## src/hw/rtl/dcw_pkg.sv

```systemverilog
`timescale 1ns / 1ps
`default_nettype none
// ----------------------------------------------------------------------------
// dcw_pkg
// Shared types, constants and digit helpers for the drawing command parser.
// ----------------------------------------------------------------------------
package dcw_pkg;

   localparam int WINDOW_LEN   = 14;
   localparam int POINT_OFFSET = 6;
   localparam int CHAR_W       = 8;
   localparam int COORD_W      = 10;
   localparam int KIND_W       = 2;
   localparam int MODE_W       = 2;
   localparam int CSR_INDEX_W  = 3;
   localparam int CSR_DATA_W   = 10;

   // Command kinds as reported on the result channel.
   localparam logic [KIND_W-1:0] KIND_POINT   = 2'd0;
   localparam logic [KIND_W-1:0] KIND_LINE    = 2'd1;
   localparam logic [KIND_W-1:0] KIND_ELLIPSE = 2'd2;

   // Register indexes of the configuration port.
   localparam logic [CSR_INDEX_W-1:0] CSR_X_LIMIT      = 3'd0;
   localparam logic [CSR_INDEX_W-1:0] CSR_Y_LIMIT      = 3'd1;
   localparam logic [CSR_INDEX_W-1:0] CSR_POINT_CODE   = 3'd2;
   localparam logic [CSR_INDEX_W-1:0] CSR_LINE_CODE    = 3'd3;
   localparam logic [CSR_INDEX_W-1:0] CSR_ELLIPSE_CODE = 3'd4;

   localparam logic [COORD_W-1:0] X_LIMIT_RESET      = 10'd999;
   localparam logic [COORD_W-1:0] Y_LIMIT_RESET      = 10'd999;
   localparam logic [CHAR_W-1:0]  POINT_CODE_RESET   = 8'd80;
   localparam logic [CHAR_W-1:0]  LINE_CODE_RESET    = 8'd76;
   localparam logic [CHAR_W-1:0]  ELLIPSE_CODE_RESET = 8'd69;

   localparam logic [CHAR_W-1:0] ASCII_ZERO = 8'h30;
   localparam logic [CHAR_W-1:0] ASCII_NINE = 8'h39;
   localparam logic [CHAR_W-1:0] ASCII_TWO  = 8'h32;

   // Slot 0 is the oldest character, slot WINDOW_LEN-1 the newest.
   typedef logic [WINDOW_LEN-1:0][CHAR_W-1:0] window_type;
   typedef logic [WINDOW_LEN-2:0][CHAR_W-1:0] history_type;

   typedef struct packed {
      logic [COORD_W-1:0] x_limit;
      logic [COORD_W-1:0] y_limit;
      logic [CHAR_W-1:0]  point_code;
      logic [CHAR_W-1:0]  line_code;
      logic [CHAR_W-1:0]  ellipse_code;
   } csr_type;

   typedef struct packed {
      logic               valid_res;
      logic [KIND_W-1:0]  kind;
      logic [COORD_W-1:0] x_first;
      logic [COORD_W-1:0] y_first;
      logic [COORD_W-1:0] x_second;
      logic [COORD_W-1:0] y_second;
      logic [MODE_W-1:0]  draw_mode;
   } result_type;

   function automatic logic is_digit(input logic [CHAR_W-1:0] c);
      return (c >= ASCII_ZERO) && (c <= ASCII_NINE);
   endfunction

   // Value of a three digit field; only meaningful when all three are digits.
   function automatic logic [COORD_W-1:0] three_value(input logic [CHAR_W-1:0] a,
                                                      input logic [CHAR_W-1:0] b,
                                                      input logic [CHAR_W-1:0] c);
      logic [COORD_W-1:0] da;
      logic [COORD_W-1:0] db;
      logic [COORD_W-1:0] dc;
      da = COORD_W'(a[3:0]);
      db = COORD_W'(b[3:0]);
      dc = COORD_W'(c[3:0]);
      return COORD_W'(da * 10'd100 + db * 10'd10 + dc);
   endfunction

   function automatic logic three_ok(input logic [CHAR_W-1:0] a,
                                     input logic [CHAR_W-1:0] b,
                                     input logic [CHAR_W-1:0] c);
      return is_digit(a) && is_digit(b) && is_digit(c);
   endfunction

   // The mode character must be '0', '1' or '2'.
   function automatic logic mode_ok(input logic [CHAR_W-1:0] c);
      return (c >= ASCII_ZERO) && (c <= ASCII_TWO);
   endfunction

endpackage
`default_nettype wire

```

## src/hw/rtl/dcw_csr.sv

```systemverilog
`timescale 1ns / 1ps
`default_nettype none
// ----------------------------------------------------------------------------
// dcw_csr
// Configuration registers: coordinate limits and command codes.
// ----------------------------------------------------------------------------
module dcw_csr (
   input  wire logic                            clock,
   input  wire logic                            reset,
   input  wire logic                            csr_wr_en,
   input  wire logic [dcw_pkg::CSR_INDEX_W-1:0] csr_index,
   input  wire logic [dcw_pkg::CSR_DATA_W-1:0]  csr_wr_data,
   output dcw_pkg::csr_type                     csr_out
);

   dcw_pkg::csr_type csr_ff;
   dcw_pkg::csr_type csr_in;

   always_comb begin
      csr_in = csr_ff;
      if (csr_wr_en) begin
         case (csr_index)
            dcw_pkg::CSR_X_LIMIT:      csr_in.x_limit = csr_wr_data;
            dcw_pkg::CSR_Y_LIMIT:      csr_in.y_limit = csr_wr_data;
            dcw_pkg::CSR_POINT_CODE:   csr_in.point_code = csr_wr_data[dcw_pkg::CHAR_W-1:0];
            dcw_pkg::CSR_LINE_CODE:    csr_in.line_code = csr_wr_data[dcw_pkg::CHAR_W-1:0];
            dcw_pkg::CSR_ELLIPSE_CODE: begin
               csr_in.ellipse_code = csr_wr_data[dcw_pkg::CHAR_W-1:0];
            end
            default: csr_in = csr_ff;
         endcase
      end
   end

   always_ff @(posedge clock) begin
      if (reset) begin
         csr_ff.x_limit      <= dcw_pkg::X_LIMIT_RESET;
         csr_ff.y_limit      <= dcw_pkg::Y_LIMIT_RESET;
         csr_ff.point_code   <= dcw_pkg::POINT_CODE_RESET;
         csr_ff.line_code    <= dcw_pkg::LINE_CODE_RESET;
         csr_ff.ellipse_code <= dcw_pkg::ELLIPSE_CODE_RESET;
      end else begin
         csr_ff <= csr_in;
      end
   end

   assign csr_out = csr_ff;

endmodule
`default_nettype wire

```

## src/hw/rtl/dcw_window.sv

```systemverilog
`timescale 1ns / 1ps
`default_nettype none
// ----------------------------------------------------------------------------
// dcw_window
// Character history shift line and the input register holding one window.
// ----------------------------------------------------------------------------
module dcw_window (
   input  wire logic                       clock,
   input  wire logic                       reset,
   input  wire logic                       accept,
   input  wire logic [dcw_pkg::CHAR_W-1:0] in_char,
   input  wire logic                       advance,
   output logic                            win_valid,
   output dcw_pkg::window_type             window
);

   dcw_pkg::history_type hist_ff;
   dcw_pkg::history_type hist_in;
   dcw_pkg::window_type  win_ff;
   dcw_pkg::window_type  win_in;
   logic                 valid_ff;
   logic                 valid_in;

   // The new character lands in the newest slot; the history then drops
   // its oldest byte.
   always_comb begin
      win_in   = {in_char, hist_ff};
      hist_in  = accept ? win_in[dcw_pkg::WINDOW_LEN-1:1] : hist_ff;
      valid_in = accept | (valid_ff & ~advance);
   end

   always_ff @(posedge clock) begin
      if (reset) begin
         hist_ff  <= '0;
         valid_ff <= 1'b0;
      end else begin
         hist_ff  <= hist_in;
         valid_ff <= valid_in;
      end
   end

   always_ff @(posedge clock) begin
      if (accept) begin
         win_ff <= win_in;
      end
   end

   assign win_valid = valid_ff;
   assign window    = win_ff;

endmodule
`default_nettype wire

```

## src/hw/rtl/dcw_check.sv

```systemverilog
`timescale 1ns / 1ps
`default_nettype none
// ----------------------------------------------------------------------------
// dcw_check
// Decodes the window and checks it for a point, line or ellipse command.
// ----------------------------------------------------------------------------
module dcw_check (
   input  wire dcw_pkg::window_type  window,
   input  wire dcw_pkg::csr_type     csr,
   output dcw_pkg::result_type       result
);

   localparam int PO = dcw_pkg::POINT_OFFSET;

   logic [dcw_pkg::COORD_W-1:0] px;
   logic [dcw_pkg::COORD_W-1:0] py;
   logic                        p_ok;
   logic [dcw_pkg::COORD_W-1:0] lx1;
   logic [dcw_pkg::COORD_W-1:0] ly1;
   logic [dcw_pkg::COORD_W-1:0] lx2;
   logic [dcw_pkg::COORD_W-1:0] ly2;
   logic                        l_digits;
   logic                        l_ok;
   logic                        is_point;
   logic                        is_line;
   logic                        is_ell;
   logic [dcw_pkg::MODE_W-1:0]  p_mode;
   logic [dcw_pkg::MODE_W-1:0]  l_mode;

   always_comb begin
      px = dcw_pkg::three_value(window[PO+1], window[PO+2], window[PO+3]);
      py = dcw_pkg::three_value(window[PO+4], window[PO+5], window[PO+6]);
      p_mode = window[PO+7][dcw_pkg::MODE_W-1:0];
      p_ok = dcw_pkg::three_ok(window[PO+1], window[PO+2], window[PO+3])
           && dcw_pkg::three_ok(window[PO+4], window[PO+5], window[PO+6])
           && dcw_pkg::mode_ok(window[PO+7])
           && (px <= csr.x_limit) && (py <= csr.y_limit);

      lx1 = dcw_pkg::three_value(window[1], window[2], window[3]);
      ly1 = dcw_pkg::three_value(window[4], window[5], window[6]);
      lx2 = dcw_pkg::three_value(window[7], window[8], window[9]);
      ly2 = dcw_pkg::three_value(window[10], window[11], window[12]);
      l_mode = window[13][dcw_pkg::MODE_W-1:0];
      l_digits = dcw_pkg::three_ok(window[1], window[2], window[3])
               && dcw_pkg::three_ok(window[4], window[5], window[6])
               && dcw_pkg::three_ok(window[7], window[8], window[9])
               && dcw_pkg::three_ok(window[10], window[11], window[12])
               && dcw_pkg::mode_ok(window[13]);
      l_ok = l_digits && (lx1 <= csr.x_limit) && (ly1 <= csr.y_limit)
           && (lx2 <= csr.x_limit) && (ly2 <= csr.y_limit);

      // A point code in its slot hides any command at slot 0, and a line
      // code wins over an equal ellipse code.
      is_point = (window[PO] == csr.point_code);
      is_line  = !is_point && (window[0] == csr.line_code);
      is_ell   = !is_point && !is_line && (window[0] == csr.ellipse_code);

      result = '0;
      if (is_point && p_ok) begin
         result.valid_res = 1'b1;
         result.kind      = dcw_pkg::KIND_POINT;
         result.x_first   = px;
         result.y_first   = py;
         result.draw_mode = p_mode;
      end else if ((is_line && l_ok) ||
                   (is_ell && l_ok && (lx2 != '0) && (ly2 != '0))) begin
         result.valid_res = 1'b1;
         result.kind      = is_line ? dcw_pkg::KIND_LINE : dcw_pkg::KIND_ELLIPSE;
         result.x_first   = lx1;
         result.y_first   = ly1;
         result.x_second  = lx2;
         result.y_second  = ly2;
         result.draw_mode = l_mode;
      end
   end

endmodule
`default_nettype wire

```

## src/hw/rtl/drawing_command_window_parser.sv

```systemverilog
`timescale 1ns / 1ps
`default_nettype none
// ----------------------------------------------------------------------------
// drawing_command_window_parser
// Sliding window parser for point, line and ellipse drawing commands.
// ----------------------------------------------------------------------------
//   channel   direction   handshake            word
//   req_      in          req_valid/req_stall  one character byte
//   rsp_      out         rsp_valid/rsp_stall  valid flag and decoded fields
//   csr_      in          csr_wr_en            index and data, no read-back
//
// One character per cycle while req_stall is low, through the window
// register, then the command check into the result register.
// Reset clears the character history to zeros and empties both stages.
// A stalled result is held; the window stage still takes one more character,
// and req_stall rises only when both stages are full and rsp_stall is high.
// ----------------------------------------------------------------------------
module drawing_command_window_parser (
   input  wire logic                            clock,
   input  wire logic                            reset,
   input  wire logic                            req_valid,
   output logic                                 req_stall,
   input  wire logic [dcw_pkg::CHAR_W-1:0]      req_in_char,
   output logic                                 rsp_valid,
   input  wire logic                            rsp_stall,
   output logic                                 rsp_valid_res,
   output logic [dcw_pkg::KIND_W-1:0]           rsp_kind,
   output logic [dcw_pkg::COORD_W-1:0]          rsp_x_first,
   output logic [dcw_pkg::COORD_W-1:0]          rsp_y_first,
   output logic [dcw_pkg::COORD_W-1:0]          rsp_x_second,
   output logic [dcw_pkg::COORD_W-1:0]          rsp_y_second,
   output logic [dcw_pkg::MODE_W-1:0]           rsp_draw_mode,
   input  wire logic                            csr_wr_en,
   input  wire logic [dcw_pkg::CSR_INDEX_W-1:0] csr_index,
   input  wire logic [dcw_pkg::CSR_DATA_W-1:0]  csr_wr_data
);

   dcw_pkg::csr_type    csr;
   dcw_pkg::window_type window;
   dcw_pkg::result_type check_result;
   dcw_pkg::result_type res_ff;
   logic                win_valid;
   logic                advance;
   logic                accept;
   logic                rsp_valid_ff;
   logic                rsp_valid_in;

   assign advance   = win_valid && (!rsp_valid_ff || !rsp_stall);
   assign req_stall = win_valid && !advance;
   assign accept    = req_valid && !req_stall;

   dcw_csr u_csr (
      .clock       (clock),
      .reset       (reset),
      .csr_wr_en   (csr_wr_en),
      .csr_index   (csr_index),
      .csr_wr_data (csr_wr_data),
      .csr_out     (csr)
   );

   dcw_window u_window (
      .clock     (clock),
      .reset     (reset),
      .accept    (accept),
      .in_char   (req_in_char),
      .advance   (advance),
      .win_valid (win_valid),
      .window    (window)
   );

   dcw_check u_check (
      .window (window),
      .csr    (csr),
      .result (check_result)
   );

   assign rsp_valid_in = advance | (rsp_valid_ff & rsp_stall);

   always_ff @(posedge clock) begin
      if (reset) begin
         rsp_valid_ff <= 1'b0;
      end else begin
         rsp_valid_ff <= rsp_valid_in;
      end
   end

   always_ff @(posedge clock) begin
      if (advance) begin
         res_ff <= check_result;
      end
   end

   assign rsp_valid     = rsp_valid_ff;
   assign rsp_valid_res = res_ff.valid_res;
   assign rsp_kind      = res_ff.kind;
   assign rsp_x_first   = res_ff.x_first;
   assign rsp_y_first   = res_ff.y_first;
   assign rsp_x_second  = res_ff.x_second;
   assign rsp_y_second  = res_ff.y_second;
   assign rsp_draw_mode = res_ff.draw_mode;

endmodule
`default_nettype wire
```

## config.mk

```make
export PLATFORM = sky130hd
export DESIGN_NAME = drawing_command_window_parser
export DESIGN_NICKNAME = d
export VERILOG_FILES = /design/src/hw/rtl/dcw_pkg.sv /design/src/hw/rtl/dcw_csr.sv /design/src/hw/rtl/dcw_window.sv /design/src/hw/rtl/dcw_check.sv /design/src/hw/rtl/drawing_command_window_parser.sv
export SDC_FILE = /design/constraint.sdc
export NUM_CORES = 1
export LEC_CHECK = 0
export ABC_CLOCK_PERIOD_IN_PS = 6700
export BUFFER_PORTS_ARGS = -buffer_cell sky130_fd_sc_hd__buf_2
export CAP_MARGIN = 20
export CORE_ASPECT_RATIO = 0.75
export CORE_MARGIN = 5
export CORE_UTILIZATION = 50
export CTS_CLUSTER_DIAMETER = 80
export CTS_CLUSTER_SIZE = 14
export DETAILED_ROUTE_END_ITERATION = 7
export HOLD_SLACK_MARGIN = 0.05
export PLACE_DENSITY = 0.77
export REMOVE_ABC_BUFFERS = 1
export SYNTH_ARGS = -nofsm -noshare
export SYNTH_HDL_FRONTEND = slang
export SYNTH_SLANG_ARGS = --single-unit
```

## constraint.sdc

```tcl
create_clock -name clock -period 6.7 [get_ports clock]
set_input_delay 1.005 -clock clock [delete_from_list [all_inputs] [get_ports clock]]
set_output_delay 1.005 -clock clock [all_outputs]
set_load 0.005 [all_outputs]
```

======== After elaboration in Yosys (flattened, before gate mapping) ========
Index checks and enable logic that the tools add are counted.
cells by class
  magnitude comparators ................... 30
  reductions and logical operators ........ 61
  mux-type cells .......................... 4
  shift operators ......................... 0
  div/mod/pow operators ................... 0
  equal/unequal tests ..................... 7
  bitwise operators ....................... 6
  $add $sub $neg .......................... 8
  multipliers ............................. 8
operators by type and width
  operator                                                                           count
  8-bit by 6-bit >= comparator with 1-bit output (second input constant)             13
  8-bit by 6-bit less-or-equal comparator with 1-bit output (second input constant)  13
  45-bit 2-to-1 mux                                                                  1
  1-bit logical AND                                                                  44
  10-bit by 4-bit adder with 10-bit output                                           4
  10-bit by 8-bit adder with 10-bit output                                           4
  10-bit less-or-equal comparator                                                    4
  4-bit by 5-bit multiplier with 8-bit output (second input constant)                4
  4-bit by 3-bit multiplier with 7-bit output (second input constant)                4
  8-bit == test                                                                      3
  20-bit 2-to-1 mux                                                                  1
  10-bit nonzero test                                                                2
  2-bit AND reduction                                                                5
  3-bit by 2-bit == test with 1-bit output (second input constant)                   2
  1-bit zero test                                                                    6
  2-bit 2-to-1 mux                                                                   2
  3-bit by 1-bit == test with 1-bit output (second input constant)                   1
  3-bit == test (second input constant)                                              1
  3-bit zero test                                                                    1
  1-bit AND                                                                          2
  1-bit logical OR                                                                   2
  1-bit NOT                                                                          2
  1-bit bitwise OR                                                                   2
  2-bit OR reduction                                                                 1
storage, ports and cells
  memories ................................ 0
  memory bits (writable) .................. 0
  bits in latches ......................... 0
  output and inout bits ................... 47
  input bits .............................. 26
  memory bits (read-only) ................. 0
  register bits ........................... 307

======== Longest topological paths before layout ========
Gate-level depths: netlist of run 1.
  depth after elaboration ................. 18
  depth in mapped cells ................... 23

======== Cells and area by module ========
Synthesis of run 1 repeated with hierarchy kept, for this count alone.
unflattened totals
  cell total of the unflattened synthesis .. 1274
  area, all modules ....................... 15269.6 sq um
modules (own cells, without submodules)
  module                         area an instance (sq um)  cells an instance  instances
  dcw_window                     7121.8                    452                1
  dcw_check                      5014.8                    606                1
  dcw_csr                        1725.4                    165                1
  drawing_command_window_parser  1407.6                    51                 1

======== Worst setup path after synthesis of run 1 ========
OpenSTA, ideal clock, no wires.
  kind .................................... in2reg
  start point ............................. input rsp_stall
  end point ............................... register u_window.win_ff (netlist bit u_window.window[0]) (enable)
  data arrival time ....................... 4.559 ns
  stages on the path ...................... 4
  required time ........................... 6.180 ns
  path slack .............................. 1.621 ns
  library setup time ...................... 0.520 ns
  buffers on the path ..................... 1
  cell sequence ........................... nand3_1 > nand2_1 > clkinv_1 > clkbuf_1
on the way
  longest elaborated chain between the ends .. 7
ends and longest elaborated chain
  element               RTL line                             source
  start, declared       drawing_command_window_parser.sv:25  input wire logic rsp_stall,
  1-bit zero test       drawing_command_window_parser.sv:48  assign advance = win_valid && (!rsp_valid_ff || !rsp_stall);
  1-bit logical OR      drawing_command_window_parser.sv:48
  1-bit logical AND     drawing_command_window_parser.sv:48
  1-bit zero test       drawing_command_window_parser.sv:49  assign req_stall = win_valid && !advance;
  1-bit logical AND     drawing_command_window_parser.sv:49
  1-bit zero test       drawing_command_window_parser.sv:50  assign accept = req_valid && !req_stall;
  1-bit logical AND     drawing_command_window_parser.sv:50
  net accept            drawing_command_window_parser.sv:44  logic accept;
  end signal, assigned  dcw_window.sv:44                     win_ff <= win_in;
  end, declared         dcw_window.sv:19                     dcw_pkg::window_type win_ff;
The timed path passes the listed nets, and every way through them passes these cells.
A chain may end at the register's enable or synchronous reset.

==> results.txt, run 1 <==
----------------------------------------------------
[Clock tree]
  H-tree lvl count ... 1
  Buffer depth of the longest clock path ... 3
  CTS clk-pin slew, worst paths ... ~0.070 ns
  CTS root buffer ... clkbuf_16
  Clock latency at the later pin of the worst-skew pair ... between 0.5 and 0.6 ns
  Clock buffers created by TritonCTS ... 25
  Post-CTS Setup Repair Bufs ... 0
  Hold buffers post-CTS ... 0
  Cts repair resizes ... 0
  Clock tree sinks ... ~300
  Clock tree from TritonCTS ... done

[Global route]
  Global router's overall resource usage ... 18.2%
  Largest net degree at the start of global routing ... approximately 110
  Initial antenna violation count ... 0
  Global-route wire length before repair ... 50900 µm
  GRT overflow ... 0
  Vias in the first global route ... between 9000 and 10000

[STA]
  Final setup violation count ... 0
  Unrepaired setup endpoints after global routing ... false
  Total count of hold-check failures in the final report ... 0
  Minimum period implied by the final worst setup slack ... about 6.1 ns
  Final worst-path cycle share ... 91.2%
  Peak clock frequency supported by timing ... 164 MHz
  Hold slack final ... 0.431 ns
  Final-report max-slew violation count ... 0
  Worst slew pin tran ... 0.973 ns
  Post-Route Skew ... 0.0132 ns
  Tightest slew margin relative to the limit ... 35.0%

[Drt]
  Vias per std cell ... 5.41
  Total wire length ... around 32000 µm
  Vias ... 10200
  Antenna Nets Post-Route ... 0
  Iter 0 DRT Violations ... just under 700
  First drt pass iteration count ... 5
  Number of remaining DRC errors ... 0
  Wire length per cell after detailed routing ... 16.8 µm

[Final layout]
  Total of fill cells in the finished design ... around 2500
  Number of antenna repair diodes ... 0
  Commonest non-fill, non-tap cell in the layout ... nand2_1
  Final #Nets ... 1675
  Layout cell share with drive strength beyond 1 ... 8.32%
  Layout overhead on the synthesized area ... 9.82%
  Top library cells by usage in the layout, fill and taps aside ... 284 x nand2_1, 157 x edfxtp_1, 156 x ha_1
  Post-route non-filler standard cell count ... between 1500 and 2000
  Final Util ... 55.9%

[Place]
  Placed Instances ... roughly 1800
  Input/output buffers ... 72
  Final GP Congestion ... 0.854
  Detailed placement HPWL ... 22600 µm

[Status]
  Status ... completed

[Job]
  Count of maximum capacitance violations ... 0

[Yosys]
  Seq/Total Area, Yosys ... 51.8%
  Number of synthesized flops with an enable pin ... around 160
  Post-synth top flop ... edfxtp_1
  Post-synthesis cell type count ... 57
  Top cell type by total area after synthesis ... edfxtp_1
  Most area-consuming cells after synthesis ... edfxtp_1 32%, dfxtp_1 20%, ha_1 13%, nand2_1 7.2%, a21oi_1 5.2%
  Count of mapped cells out of synthesis ... 1422
  Portion of synthesized cell area occupied by the leading cell type ... 31.6%
  Synthesis-stage register bit count ... just over 300
  Yosys Warn Count ... 0
  Async S/R FF share, synth ... 0%
  Post-synthesis cell area ... 0.0149 mm²
  Mean Syn Cell Area ... between 10 and 15 µm²

[Critical path]
  Worst-path cell with the longest stage delay ... nand2_1
  R2R depth ... 20
  Setup crit end kind ... register
  Data required, critical path ... 7.03 ns
  FF-to-FF setup slack ... between 0.5 and 0.6 ns
  Critical Path End ... rsp_x_first[4]$_DFFE_PP_
  Launch point of the worst path ... u_window.window[56]$_DFFE_PP_
  Largest stage delay on the critical path ... 0.73 ns
  Most used cell, CP ... ha_1
  Top fanout value on the critical path ... 23
  Worst flop-to-flop path endpoint ... rsp_x_first[4]$_DFFE_PP_
  Worst-path cell chain ... inv_1 -> ha_1 -> ha_1 -> inv_1 -> fa_1 -> inv_1 -> ha_1 -> ha_1 -> or2_2 -> a21oi_1 -> a31oi_1 -> xnor2_1 -> inv_1 -> ha_1 -> nand3_1 -> or3_1 -> o221ai_1 -> and4_1 -> nand2_1 -> o21ai_0
  Data arrival at the endpoint of the critical path ... 6.44 ns
  FF-to-FF Start ... u_window.window[56]$_DFFE_PP_
  Crit path kind ... register to register
  CP Launch Type ... register

[Power and ir drop]
  Areal power density over the cells ... 243 mW/mm²
  Worst voltage drop across the vdd grid ... between 0.15 and 0.2 mV
  Static leakage power ... 6.67 nW

[Worst hold path]
  Launch instance of the worst min-delay path ... u_window.hist_ff[7]$_SDFFE_PP0P_
  Class of the tightest hold or removal check ... register to register

[Floorplan]
  Die width ... 209 µm
  Count of pins on the block boundary ... 73
  Core region area ... 0.0293 mm²
  Std cell rows ... 54
  Initial Util ... ~51%
  Floorplan die height ... 160 µm
  Die area ... 0.0334 mm²

----------------------------------------------------
-- registers in the layout (all words and copies together) (netlist names) --
register            count
u_window.window       112
u_window.hist_ff      104
u_csr.csr_out          44
rsp_x_first            10
rsp_x_second           10
rsp_y_first            10
rsp_y_second           10
rsp_draw_mode           2
rsp_kind                2
rsp_valid               1
rsp_valid_res           1
u_window.win_valid      1
-- Yosys cell counts, types with 10 or more instances --
cell type / n
ha_1: 156
nand3_1: 14
fa_1: 20
o2111ai_1: 11
xnor2_1: 31
nand2_1: 285
nor3_1: 10
a21o_1: 14
o21ai_0: 28
nor2b_1: 16
a211o_1: 20
nand4_1: 16
nor2_1: 54
a21oi_1: 155
dfxtp_1: 150
xor2_1: 27
edfxtp_1: 157
nand3b_1: 10
clkbuf_1: 45
inv_1: 108
-- layout make-up --
cell class	instances	area, µm²	area share, %
Multi-Input combinational cell	950	6570	40.1
Clock inverter	1	8.76	0.0535
Timing Repair Buffer	79	468	2.86
Inverter	110	418	2.55
Sequential cell	307	7720	47.2
Tap cell	392	490	3.00
Clock buffer	43	694	4.24
-- critical path: cells and delay by family, from the launching register on --
family | cells | cell delay, ns
DFF | 1 | 0.46
xor gates and xnor gates | 1 | 0.47
AOI/OAI and AO/OA | 4 | 0.78
and+or+nand+nor | 5 | 2.03
adders and majority gates | 6 | 1.86
buffers and inverters | 4 | 0.29
-- worst min path at each step --
stage	endpoint	cells past startpoint
finish	u_window.window[7]$_DFFE_PP_	0
global route	u_window.window[0]$_DFFE_PP_	0
CTS	u_window.window[2]$_DFFE_PP_	0
detailed placement	u_window.window[7]$_DFFE_PP_	0
global placement	u_window.window[4]$_DFFE_PP_	0
floorplan	u_window.window[0]$_DFFE_PP_	0
-- cell families (layout without fill, tap and decap cells) --
logic type	after synthesis	in the layout	share of synthesized area [%]
multiplexers	2	2	0.134
adder cells (fa/ha/maj)	176	176	15.8
flip-flops	307	307	51.8
AO/OA/AOI/OAI	269	269	11.3
buffers and inverters	165	233	4.27
AND/OR/NAND/NOR	445	445	13.3
XOR/XNOR	58	58	3.41
-- metal layers --
layer	share of wire, %	up-vias	track usage [%]
met1	47	4846	27.4
met3	5.8	50	2.62
met4	2.0	0	4.09
met5	0	-	0
met2	45	265	28.1
li1	-	5019	-
-- per-stage QoR --
| stage | setup slack [ns] | total power [mW] | cell area, µm² | setup TNS, ns |
|---|---|---|---|---|
| 2_1_floorplan | -1.79 | 2.49 | 14700 | -336.64 |
| 3_3_place_gp | 1.00 | 2.65 | 15600 | 0 |
| 3_5_place_dp | 0.745 | 2.67 | 15600 | 0 |
| 4_1_cts | 0.727 | 4.01 | 16300 | 0 |
| 5_1_grt | 0.220 | 4.16 | 16400 | 0 |
| 6_report | 0.591 | 3.98 | 16400 | 0 |
-- report_power, final --
group	internal [mW]	leakage (nW)	switching, mW
clock network	0.702	0.337	0.638
registers	2.03	2.77	0.0350
logic	0.217	3.56	0.362
total	2.95	6.67	1.04
Note: power is estimated with default switching activity, not from simulation.
==> run 2: changes to the inputs <==
--- a/config.mk
+++ b/config.mk
@@ -5,6 +5,7 @@
 export SDC_FILE = /design/constraint.sdc
 export NUM_CORES = 1
 export LEC_CHECK = 0
+export ABC_AREA = 1
 export ABC_CLOCK_PERIOD_IN_PS = 6700
 export BUFFER_PORTS_ARGS = -buffer_cell sky130_fd_sc_hd__buf_2
 export CAP_MARGIN = 20
==> constraint.sdc (replaced) <==
create_clock -name clock -period 6.7 [get_ports clock]
set_input_delay 1.005 -clock clock [delete_from_list [all_inputs] [get_ports clock]]
set_output_delay 1.005 -clock clock [all_outputs]
set_load 0.05 [all_outputs]
==> run 2 against run 1 <==
Compared with the run above:
- clock power barely moved
- fmax rose by 17%
- via count rose by 3.6%
- sequential power rose by 5%
- core utilization fell by 0.87 points
- global-route usage fell by 0.20 points
- routed wire length fell by 2.9%
- critical endpoint is now rsp_x_second[0]$_SDFFCE_PP0P_
- highest routed layer unchanged
==> results.txt, run 2 <==
----------------------------------------------------
[Worst hold path]
  Min-Delay Endpoint ... u_window.window[7]$_DFFE_PP_ (unchanged)
  Hold Path Cell Cnt ... 0 (unchanged)
  Launch instance of the worst min-delay path ... u_window.hist_ff[7]$_SDFFE_PP0P_ (unchanged)
  Class of the tightest hold or removal check ... register to register (unchanged)

[Critical path]
  Setup crit end kind ... register (unchanged)
  Crit path kind ... register to register (unchanged)
  R2R depth ... 26 (was 20)
  FF-to-FF setup slack ... 1.48 ns (was 0.59 ns)
  Data required, critical path ... 6.98 ns (was 7.03 ns)
  Data arrival at the endpoint of the critical path ... 5.50 ns (was 6.44 ns)
  CP Launch Type ... register (unchanged)
  FF-to-FF Start ... u_window.window[91]$_DFFE_PP_ (was u_window.window[56]$_DFFE_PP_)
  Top fanout value on the critical path ... 21 (was 23)
  Worst flop-to-flop path endpoint ... rsp_x_second[0]$_SDFFCE_PP0P_ (was rsp_x_first[4]$_DFFE_PP_)

[Drt]
  Total wire length ... 30700 µm (was 31600 µm)
  Vias per std cell ... 5.09 (was 5.41)
  Wire length per cell after detailed routing ... 14.8 µm (was 16.8 µm)
  First drt pass iteration count ... 5 (unchanged)
  Number of remaining DRC errors ... 0 (unchanged)
  Antenna Nets Post-Route ... 0 (unchanged)
  Iter 0 DRT Violations ... 779 (was 680)
  Vias ... 10600 (was 10200)

[Clock tree]
  Clock buffers created by TritonCTS ... 25 (unchanged)
  H-tree lvl count ... 1 (unchanged)
  CTS root buffer ... clkbuf_16 (unchanged)
  Hold buffers post-CTS ... 0 (unchanged)
  Clock tree from TritonCTS ... done (unchanged)
  Buffer depth of the longest clock path ... 3 (unchanged)
  Cts repair resizes ... 0 (unchanged)
  Post-CTS Setup Repair Bufs ... 0 (unchanged)
  CTS clk-pin slew, worst paths ... 0.07 ns (about the same)
  Clock tree sinks ... 307 (unchanged)
  Clock latency at the later pin of the worst-skew pair ... 0.55 ns (was 0.53 ns)

[STA]
  Hold slack final ... 0.426 ns (was 0.431 ns)
  Post-Route Skew ... 0.0202 ns (was 0.0132 ns)
  Total count of hold-check failures in the final report ... 0 (unchanged)
  Minimum period implied by the final worst setup slack ... 5.22 ns (was 6.11 ns)
  Final-report max-slew violation count ... 0 (unchanged)
  Peak clock frequency supported by timing ... 192 MHz (was 164 MHz)
  Unrepaired setup endpoints after global routing ... false (unchanged)
  Final setup violation count ... 0 (unchanged)
  Worst slew pin tran ... 1.08 ns (was 0.973 ns)
  Final worst-path cycle share ... 77.9% (was 91.2%)
  Tightest slew margin relative to the limit ... 28.3% (was 35.0%)

[Final layout]
  Number of antenna repair diodes ... 0 (unchanged)
  Number of flip-flops in the largest register ... 112 (unchanged)
  Post-route non-filler standard cell count ... 2072 (was 1882)
  Layout cell share with drive strength beyond 1 ... 6.93% (was 8.32%)
  Final #Nets ... 1857 (was 1675)
  Top library cells by usage in the layout, fill and taps aside ... 310 x nor2_1, 248 x nand2_1, 170 x inv_1 (was 284 x nand2_1, 157 x edfxtp_1, 156 x ha_1)
  Layout overhead on the synthesized area ... 9.55% (was 9.82%)
  Total of fill cells in the finished design ... 2579 (was 2457)
  Commonest non-fill, non-tap cell in the layout ... nor2_1 (was nand2_1)
  Final Util ... 55.1% (was 55.9%)

[Yosys]
  Count of mapped cells out of synthesis ... 1598 (was 1422)
  Parity-gate share of the synthesized area counting xor and xnor cells ... 3.36% (was 3.41%)
  Compound-gate portion of the synthesized area ... 7.23% (was 11.3%)
  Post-synthesis cell type count ... 35 (was 57)
  Post-synth top flop ... edfxtp_1 (unchanged)
  Simple-gate share of the synthesized area ... 16.8% (was 13.3%)
  Seq/Total Area, Yosys ... 51.3% (was 51.8%)
  Mean Syn Cell Area ... 9.42 µm² (was 10.5 µm²)
  Portion of synthesized cell area occupied by the leading cell type ... 31.3% (was 31.6%)
  Top cell type by total area after synthesis ... edfxtp_1 (unchanged)
  Post-synthesis adder-cell area fraction ... 15.6% (was 15.8%)
  Number of synthesized flops with an enable pin ... 157 (unchanged)
  Combinational family with the most area after synthesis ... simple AND/OR/NAND/NOR gates (was adder cells)
  Synthesis-stage register bit count ... 307 (unchanged)
  Post-synthesis cell area ... 0.0150 mm² (was 0.0149 mm²)
  Yosys Warn Count ... 0 (unchanged)
  Dominant cell by count in the synthesized netlist ... nor2_1 (was nand2_1)
  Most area-consuming cells after synthesis ... edfxtp_1 31%, dfxtp_1 20%, ha_1 13%, nor2_1 7.7%, nand2_1 6.2% (was edfxtp_1 32%, dfxtp_1 20%, ha_1 13%, nand2_1 7.2%, a21oi_1 5.2%)
  Multiplexer share of the synthesized area ... 0% (was 0.134%)
  Ranking of synthesized cells by instance count ... 310 x nor2_1, 249 x nand2_1, 171 x inv_1 (was 285 x nand2_1, 157 x edfxtp_1, 156 x ha_1)
  Async S/R FF share, synth ... 0% (unchanged)

[Global route]
  Global-route wire length before repair ... 50800 µm (was 50900 µm)
  Initial antenna violation count ... 0 (unchanged)
  Vias in the first global route ... 10100 (was 9834)
  Largest net degree at the start of global routing ... 137 (was 113)
  GRT overflow ... 0 (unchanged)
  Global router's overall resource usage ... 18.0% (was 18.2%)

[Floorplan]
  Core region area ... 0.0299 mm² (was 0.0293 mm²)
  Initial Util ... 50.3% (was 50.9%)
  Die width ... 210 µm (was 209 µm)
  Std cell rows ... 55 (was 54)
  Floorplan die height ... 160 µm (about the same)
  Count of pins on the block boundary ... 73 (unchanged)
  Die area ... 0.0337 mm² (was 0.0334 mm²)

[Place]
  Detailed placement HPWL ... 22100 µm (was 22600 µm)
  Placed Instances ... 2027 (was 1835)
  Final GP Congestion ... 0.931 (was 0.854)
  Input/output buffers ... 72 (unchanged)

[Power and ir drop]
  Worst voltage drop across the vdd grid ... 0.184 mV (was 0.198 mV)
  Areal power density over the cells ... 274 mW/mm² (was 243 mW/mm²)
  Static leakage power ... 7.63 nW (was 6.67 nW)

[Status]
  Status ... completed (unchanged)

[Job]
  Count of maximum capacitance violations ... 0 (unchanged)

----------------------------------------------------
-- run 2: worst max path at each step --
stage / from / to / cells past startpoint
global route: u_window.window[91]$_DFFE_PP_ / rsp_y_second[4]$_SDFFCE_PP0P_ / 26
global placement: u_window.window[91]$_DFFE_PP_ / rsp_y_second[6]$_SDFFCE_PP0P_ / 26
floorplan: rsp_stall / u_window.window[0]$_DFFE_PP_ / 5
CTS: u_window.window[91]$_DFFE_PP_ / rsp_x_second[0]$_SDFFCE_PP0P_ / 26
detailed placement: u_window.window[91]$_DFFE_PP_ / rsp_x_second[0]$_SDFFCE_PP0P_ / 26
finish: u_window.window[91]$_DFFE_PP_ / rsp_x_second[0]$_SDFFCE_PP0P_ / 26
-- run 2: metal layers --
metal	track usage, %	vias up	part of all wire, %	routed length (µm)
met4	3.71	0	2.1	658
met2	28.4	232	45	13700
li1	-	5340	-	-
met5	0	-	0	0
met3	2.49	57	5.3	1640
met1	26.8	4921	48	14700
-- run 2: per-stage QoR --
step | area [µm²] | setup TNS, ns | power (mW) | setup slack, ns
detailed placement | 15800 | 0 | 3.19 | 1.53
finish | 16500 | 0 | 4.51 | 1.48
global placement | 15800 | 0 | 3.15 | 1.76
global route | 16500 | 0 | 4.78 | 1.13
floorplan | 14800 | -374.32 | 2.95 | -1.98
CTS | 16500 | 0 | 4.54 | 1.52
-- run 2: power by group --
group | switching [mW] | total, mW | internal [mW] | leakage [nW]
Combinational | 0.647 | 1.00 | 0.354 | 4.47
Sequential | 0.0751 | 2.17 | 2.09 | 2.81
Clock | 0.638 | 1.34 | 0.706 | 0.340
-- run 2: cells by family (layout without fill, tap and decap cells) --
group / after synthesis / count (layout)
compound gates: 201 / 201
xor+xnor: 56 / 56
fa+ha+maj: 176 / 176
buf+inv: 222 / 297
flops: 307 / 307
simple gates: 636 / 636
-- run 2: cell type report --
type,instances,area [µm²],share of cell area (%)
repair buffers,77,398,2.41
flip-flops and latches,307,7720,46.8
clock inverters,1,20.0,0.121
well taps,399,499,3.03
clock buffers,44,697,4.23
inverters,175,663,4.02
multi-input cells,1069,6490,39.4
-- run 2: critical path, stage by stage (launching register included) --
cell	delay (ns)
edfxtp_1	0.47
ha_1	0.34
ha_1	0.18
inv_1	0.06
fa_1	0.37
xnor2_1	0.21
ha_1	0.27
ha_1	0.34
inv_1	0.08
o21bai_1	0.19
a21oi_1	0.06
nand2_1	0.09
xor2_1	0.24
inv_1	0.14
ha_1	0.32
nand2_1	0.06
nor2_1	0.16
nand3_1	0.11
nand3_1	0.09
nand2_1	0.05
nand2_1	0.06
inv_1	0.05
nand3_1	0.10
or2_1	0.18
nand2_2	0.29
inv_2	0.38
nor2_1	0.09
==> run 3: changes to the inputs <==
--- a/config.mk
+++ b/config.mk
@@ -5,8 +5,8 @@
 export SDC_FILE = /design/constraint.sdc
 export NUM_CORES = 1
 export LEC_CHECK = 0
-export ABC_AREA = 1
-export ABC_CLOCK_PERIOD_IN_PS = 6700
+export ABC_AREA = 0
+export ABC_CLOCK_PERIOD_IN_PS = 4400
 export BUFFER_PORTS_ARGS = -buffer_cell sky130_fd_sc_hd__buf_2
 export CAP_MARGIN = 20
 export CORE_ASPECT_RATIO = 0.75
@@ -16,7 +16,7 @@
 export CTS_CLUSTER_SIZE = 14
 export DETAILED_ROUTE_END_ITERATION = 7
 export HOLD_SLACK_MARGIN = 0.05
-export PLACE_DENSITY = 0.77
+export PLACE_DENSITY = 0.8
 export REMOVE_ABC_BUFFERS = 1
 export SYNTH_ARGS = -nofsm -noshare
 export SYNTH_HDL_FRONTEND = slang
==> constraint.sdc (replaced) <==
create_clock -name clock -period 4.4 [get_ports clock]
set_input_delay 0.66 -clock clock [delete_from_list [all_inputs] [get_ports clock]]
set_output_delay 0.66 -clock clock [all_outputs]
set_load 0.05 [all_outputs]
==> run 3 against run 2 <==
Compared with the run above:
- the run now ends with negative setup slack left
- final cell count down 3.3%
- fmax increased by 9.5%
- flip-flop and latch count unchanged
- cell area grew 8.3%
- setup slack got worse by 1.8 ns
- core utilization rose by 6.0 points
- power is 45% higher
- routed wire length increased by 14%
- critical endpoint is now rsp_x_first[0]$_DFFE_PP_
- register-to-register slack got worse by 1.8 ns
==> results.txt, run 3 (synthesis results as in run 1) <==
----------------------------------------------------
[Status]
  Status ... finished with violations (was completed)
  Failing checks ... negative setup slack

[Final layout]
  Layout cell share with drive strength beyond 1 ... 20.2% (was 6.93%)
  Commonest non-fill, non-tap cell in the layout ... nand2_1 (was nor2_1)
  Final #Nets ... 1794 (was 1857)
  Number of antenna repair diodes ... 0 (unchanged)
  Top library cells by usage in the layout, fill and taps aside ... 282 x nand2_1, 157 x edfxtp_1, 151 x a21oi_1 (was 310 x nor2_1, 248 x nand2_1, 170 x inv_1)
  Layout overhead on the synthesized area ... 19.8% (was 9.55%)
  Multi-input gate area ... 0.00713 mm² (was 0.00649 mm²)
  Total of fill cells in the finished design ... 2201 (was 2579)
  Sequential cell area ... 0.00772 mm² (unchanged)
  Number of flip-flops in the largest register ... 112 (unchanged)

[STA]
  Minimum setup slack in the final design ... -0.367 ns (was 1.48 ns)
  Final worst-path cycle share ... 108% (was 77.9%)
  Sum of negative setup slack ... -13.07 ns (was 0 ns)
  Peak clock frequency supported by timing ... 210 MHz (was 192 MHz)
  Worst slew pin tran ... 1.12 ns (was 1.08 ns)
  Final-report max-slew violation count ... 0 (unchanged)
  Post-Route Skew ... 0.0153 ns (was 0.0202 ns)
  Unrepaired setup endpoints after global routing ... true (was false)
  Tightest slew margin relative to the limit ... 25.6% (was 28.3%)
  Total count of hold-check failures in the final report ... 0 (unchanged)
  Final setup violation count ... 45 (was 0)
  Minimum period implied by the final worst setup slack ... 4.77 ns (was 5.22 ns)

[Power and ir drop]
  Areal power density over the cells ... 366 mW/mm² (was 274 mW/mm²)
  Post-route total power ... 6.53 mW (was 4.51 mW)
  Worst voltage drop across the vdd grid ... 0.292 mV (was 0.184 mV)
  Static leakage power ... 7.29 nW (was 7.63 nW)

[Clock tree]
  Buffer depth of the longest clock path ... 3 (unchanged)
  Clock buffers created by TritonCTS ... 25 (unchanged)
  Clock latency at the later pin of the worst-skew pair ... 0.54 ns (was 0.55 ns)
  Clock tree sinks ... 307 (unchanged)
  CTS clk-pin slew, worst paths ... 0.07 ns (about the same)
  Clock tree from TritonCTS ... done (unchanged)
  CTS root buffer ... clkbuf_16 (unchanged)
  H-tree lvl count ... 1 (unchanged)

[Critical path]
  Data arrival at the endpoint of the critical path ... 5.15 ns (was 5.50 ns)
  FF-to-FF Start ... u_window.window[91]$_DFFE_PP_ (unchanged)
  CP Launch Type ... register (unchanged)
  Most used cell, CP ... ha_4 (was ha_1)
  Worst-path cell chain ... ha_4 -> ha_4 -> inv_2 -> fa_2 -> xnor2_1 -> ha_1 -> ha_4 -> o211ai_1 -> o211ai_1 -> o211ai_1 -> xnor2_2 -> inv_2 -> ha_4 -> nand4_1 -> buf_4 -> nor2_4 -> nand3_2 -> o41ai_2 -> and4_4 -> o211ai_4 -> buf_12 -> o22ai_2
  Top fanout value on the critical path ... 9 (was 21)
  Crit path kind ... register to register (unchanged)
  WP buf/inv ... 4 (was 5)
  Worst-path cell with the longest stage delay ... edfxtp_1 (unchanged)
  Launch point of the worst path ... u_window.window[91]$_DFFE_PP_ (unchanged)
  Setup crit end kind ... register (unchanged)
  Largest stage delay on the critical path ... 0.45 ns (was 0.47 ns)
  Data required, critical path ... 4.78 ns (was 6.98 ns)
  Dominant delay contributor by cell family on the critical path ... adder cells (unchanged)

[Floorplan]
  Die area ... 0.0334 mm² (was 0.0337 mm²)
  Count of pins on the block boundary ... 73 (unchanged)
  Core region area ... 0.0293 mm² (was 0.0299 mm²)
  Std cell rows ... 54 (was 55)
  Initial Util ... 50.9% (was 50.3%)
  Floorplan die height ... 160 µm (about the same)
  Die width ... 209 µm (was 210 µm)

[Global route]
  Initial antenna violation count ... 4 (was 0)
  Vias in the first global route ... 11000 (was 10100)
  Global router's overall resource usage ... 20.1% (was 18.0%)
  Largest net degree at the start of global routing ... 124 (was 137)
  GRT overflow ... 0 (unchanged)
  Global-route wire length before repair ... 55900 µm (was 50800 µm)

[Drt]
  First drt pass iteration count ... 5 (unchanged)
  Number of remaining DRC errors ... 0 (unchanged)
  Wire length per cell after detailed routing ... 17.5 µm (was 14.8 µm)
  Vias per std cell ... 5.57 (was 5.09)
  Iter 0 DRT Violations ... 868 (was 779)
  Vias ... 11100 (was 10600)
  Total wire length ... 35000 µm (was 30700 µm)
  Antenna Nets Post-Route ... 0 (unchanged)

[Place]
  Worst setup slack after placement ... -0.444 ns (was 1.53 ns)
  Input/output buffers ... 72 (unchanged)
  Final GP Congestion ... 0.933 (was 0.931)
  Detailed placement HPWL ... 23900 µm (was 22100 µm)

[Job]
  Count of maximum capacitance violations ... 0 (unchanged)

[Worst hold path]
  Class of the tightest hold or removal check ... input pin to register (was register to register)
  Launch instance of the worst min-delay path ... req_in_char[7] (was u_window.hist_ff[7]$_SDFFE_PP0P_)

----------------------------------------------------
run 3: cell types whose count changed in the layout (fill, tap and decap cells not counted), moves of 36 or more:
cell,before,now
o21ai_0,135,19
nand3_1,49,13
a21oi_1,33,151
nor2_1,310,34
buf_4,5,119
inv_1,170,102
run 3: layout make-up:
| cell class | instances | share of cell area [%] |
|---|---|---|
| multi-input cells | 950 | 40.0 |
| clock buffers | 45 | 3.93 |
| well taps | 392 | 2.75 |
| inverters | 110 | 2.34 |
| flip-flops and latches | 307 | 43.2 |
| repair buffers | 198 | 7.75 |
| clock inverters | 1 | 0.0491 |
run 3: metal layers:
metal / wire length (µm) / track usage (%) / vias up
met2: 16000 / 33.0 / 411
met3: 2910 / 4.53 / 105
met4: 1250 / 6.11 / 8
met1: 14800 / 26.9 / 5351
li1: - / - / 5272
met5: 46 / 0 / -
run 3: final timing paths:
path              depth (start not counted)                        endpoint  slack (ns)
setup / recovery                         22        rsp_x_first[0]$_DFFE_PP_       -0.37
hold / removal                            1  u_window.window[111]$_DFFE_PP_        0.31
setup reg to reg                         22        rsp_x_first[0]$_DFFE_PP_       -0.37
hold reg to reg                           0    u_window.window[4]$_DFFE_PP_        0.43
run 3: metrics by stage:
stage	utilization, %	hold WS [ns]	cell area [µm²]	instances
2_1_floorplan	-	0.408	14700	1367
3_3_place_gp	56.0	0.413	16400	1938
3_5_place_dp	56.0	0.420	16400	1938
4_1_cts	60.7	0.292	17800	2001
5_1_grt	61.0	0.308	17900	2003
6_report	61.0	0.315	17900	2003
run 3: where the power goes:
part / total (mW) / internal [mW] / switching, mW
sequential: 3.13 / 3.09 / 0.0446
combinational: 1.33 / 0.569 / 0.765
clock: 2.07 / 1.07 / 0.993
run 3: timing repair:
action / 4_1_cts / 5_1_grt
hold buffers: 0 / 0
buffers inserted: 15 / 3
cloned: 2 / 0
setup endpoints to repair: 45 / 45
pin swaps: 43 / 18
gates resized for setup: 93 / 31
endpoints found under the hold margin: 0 / 0
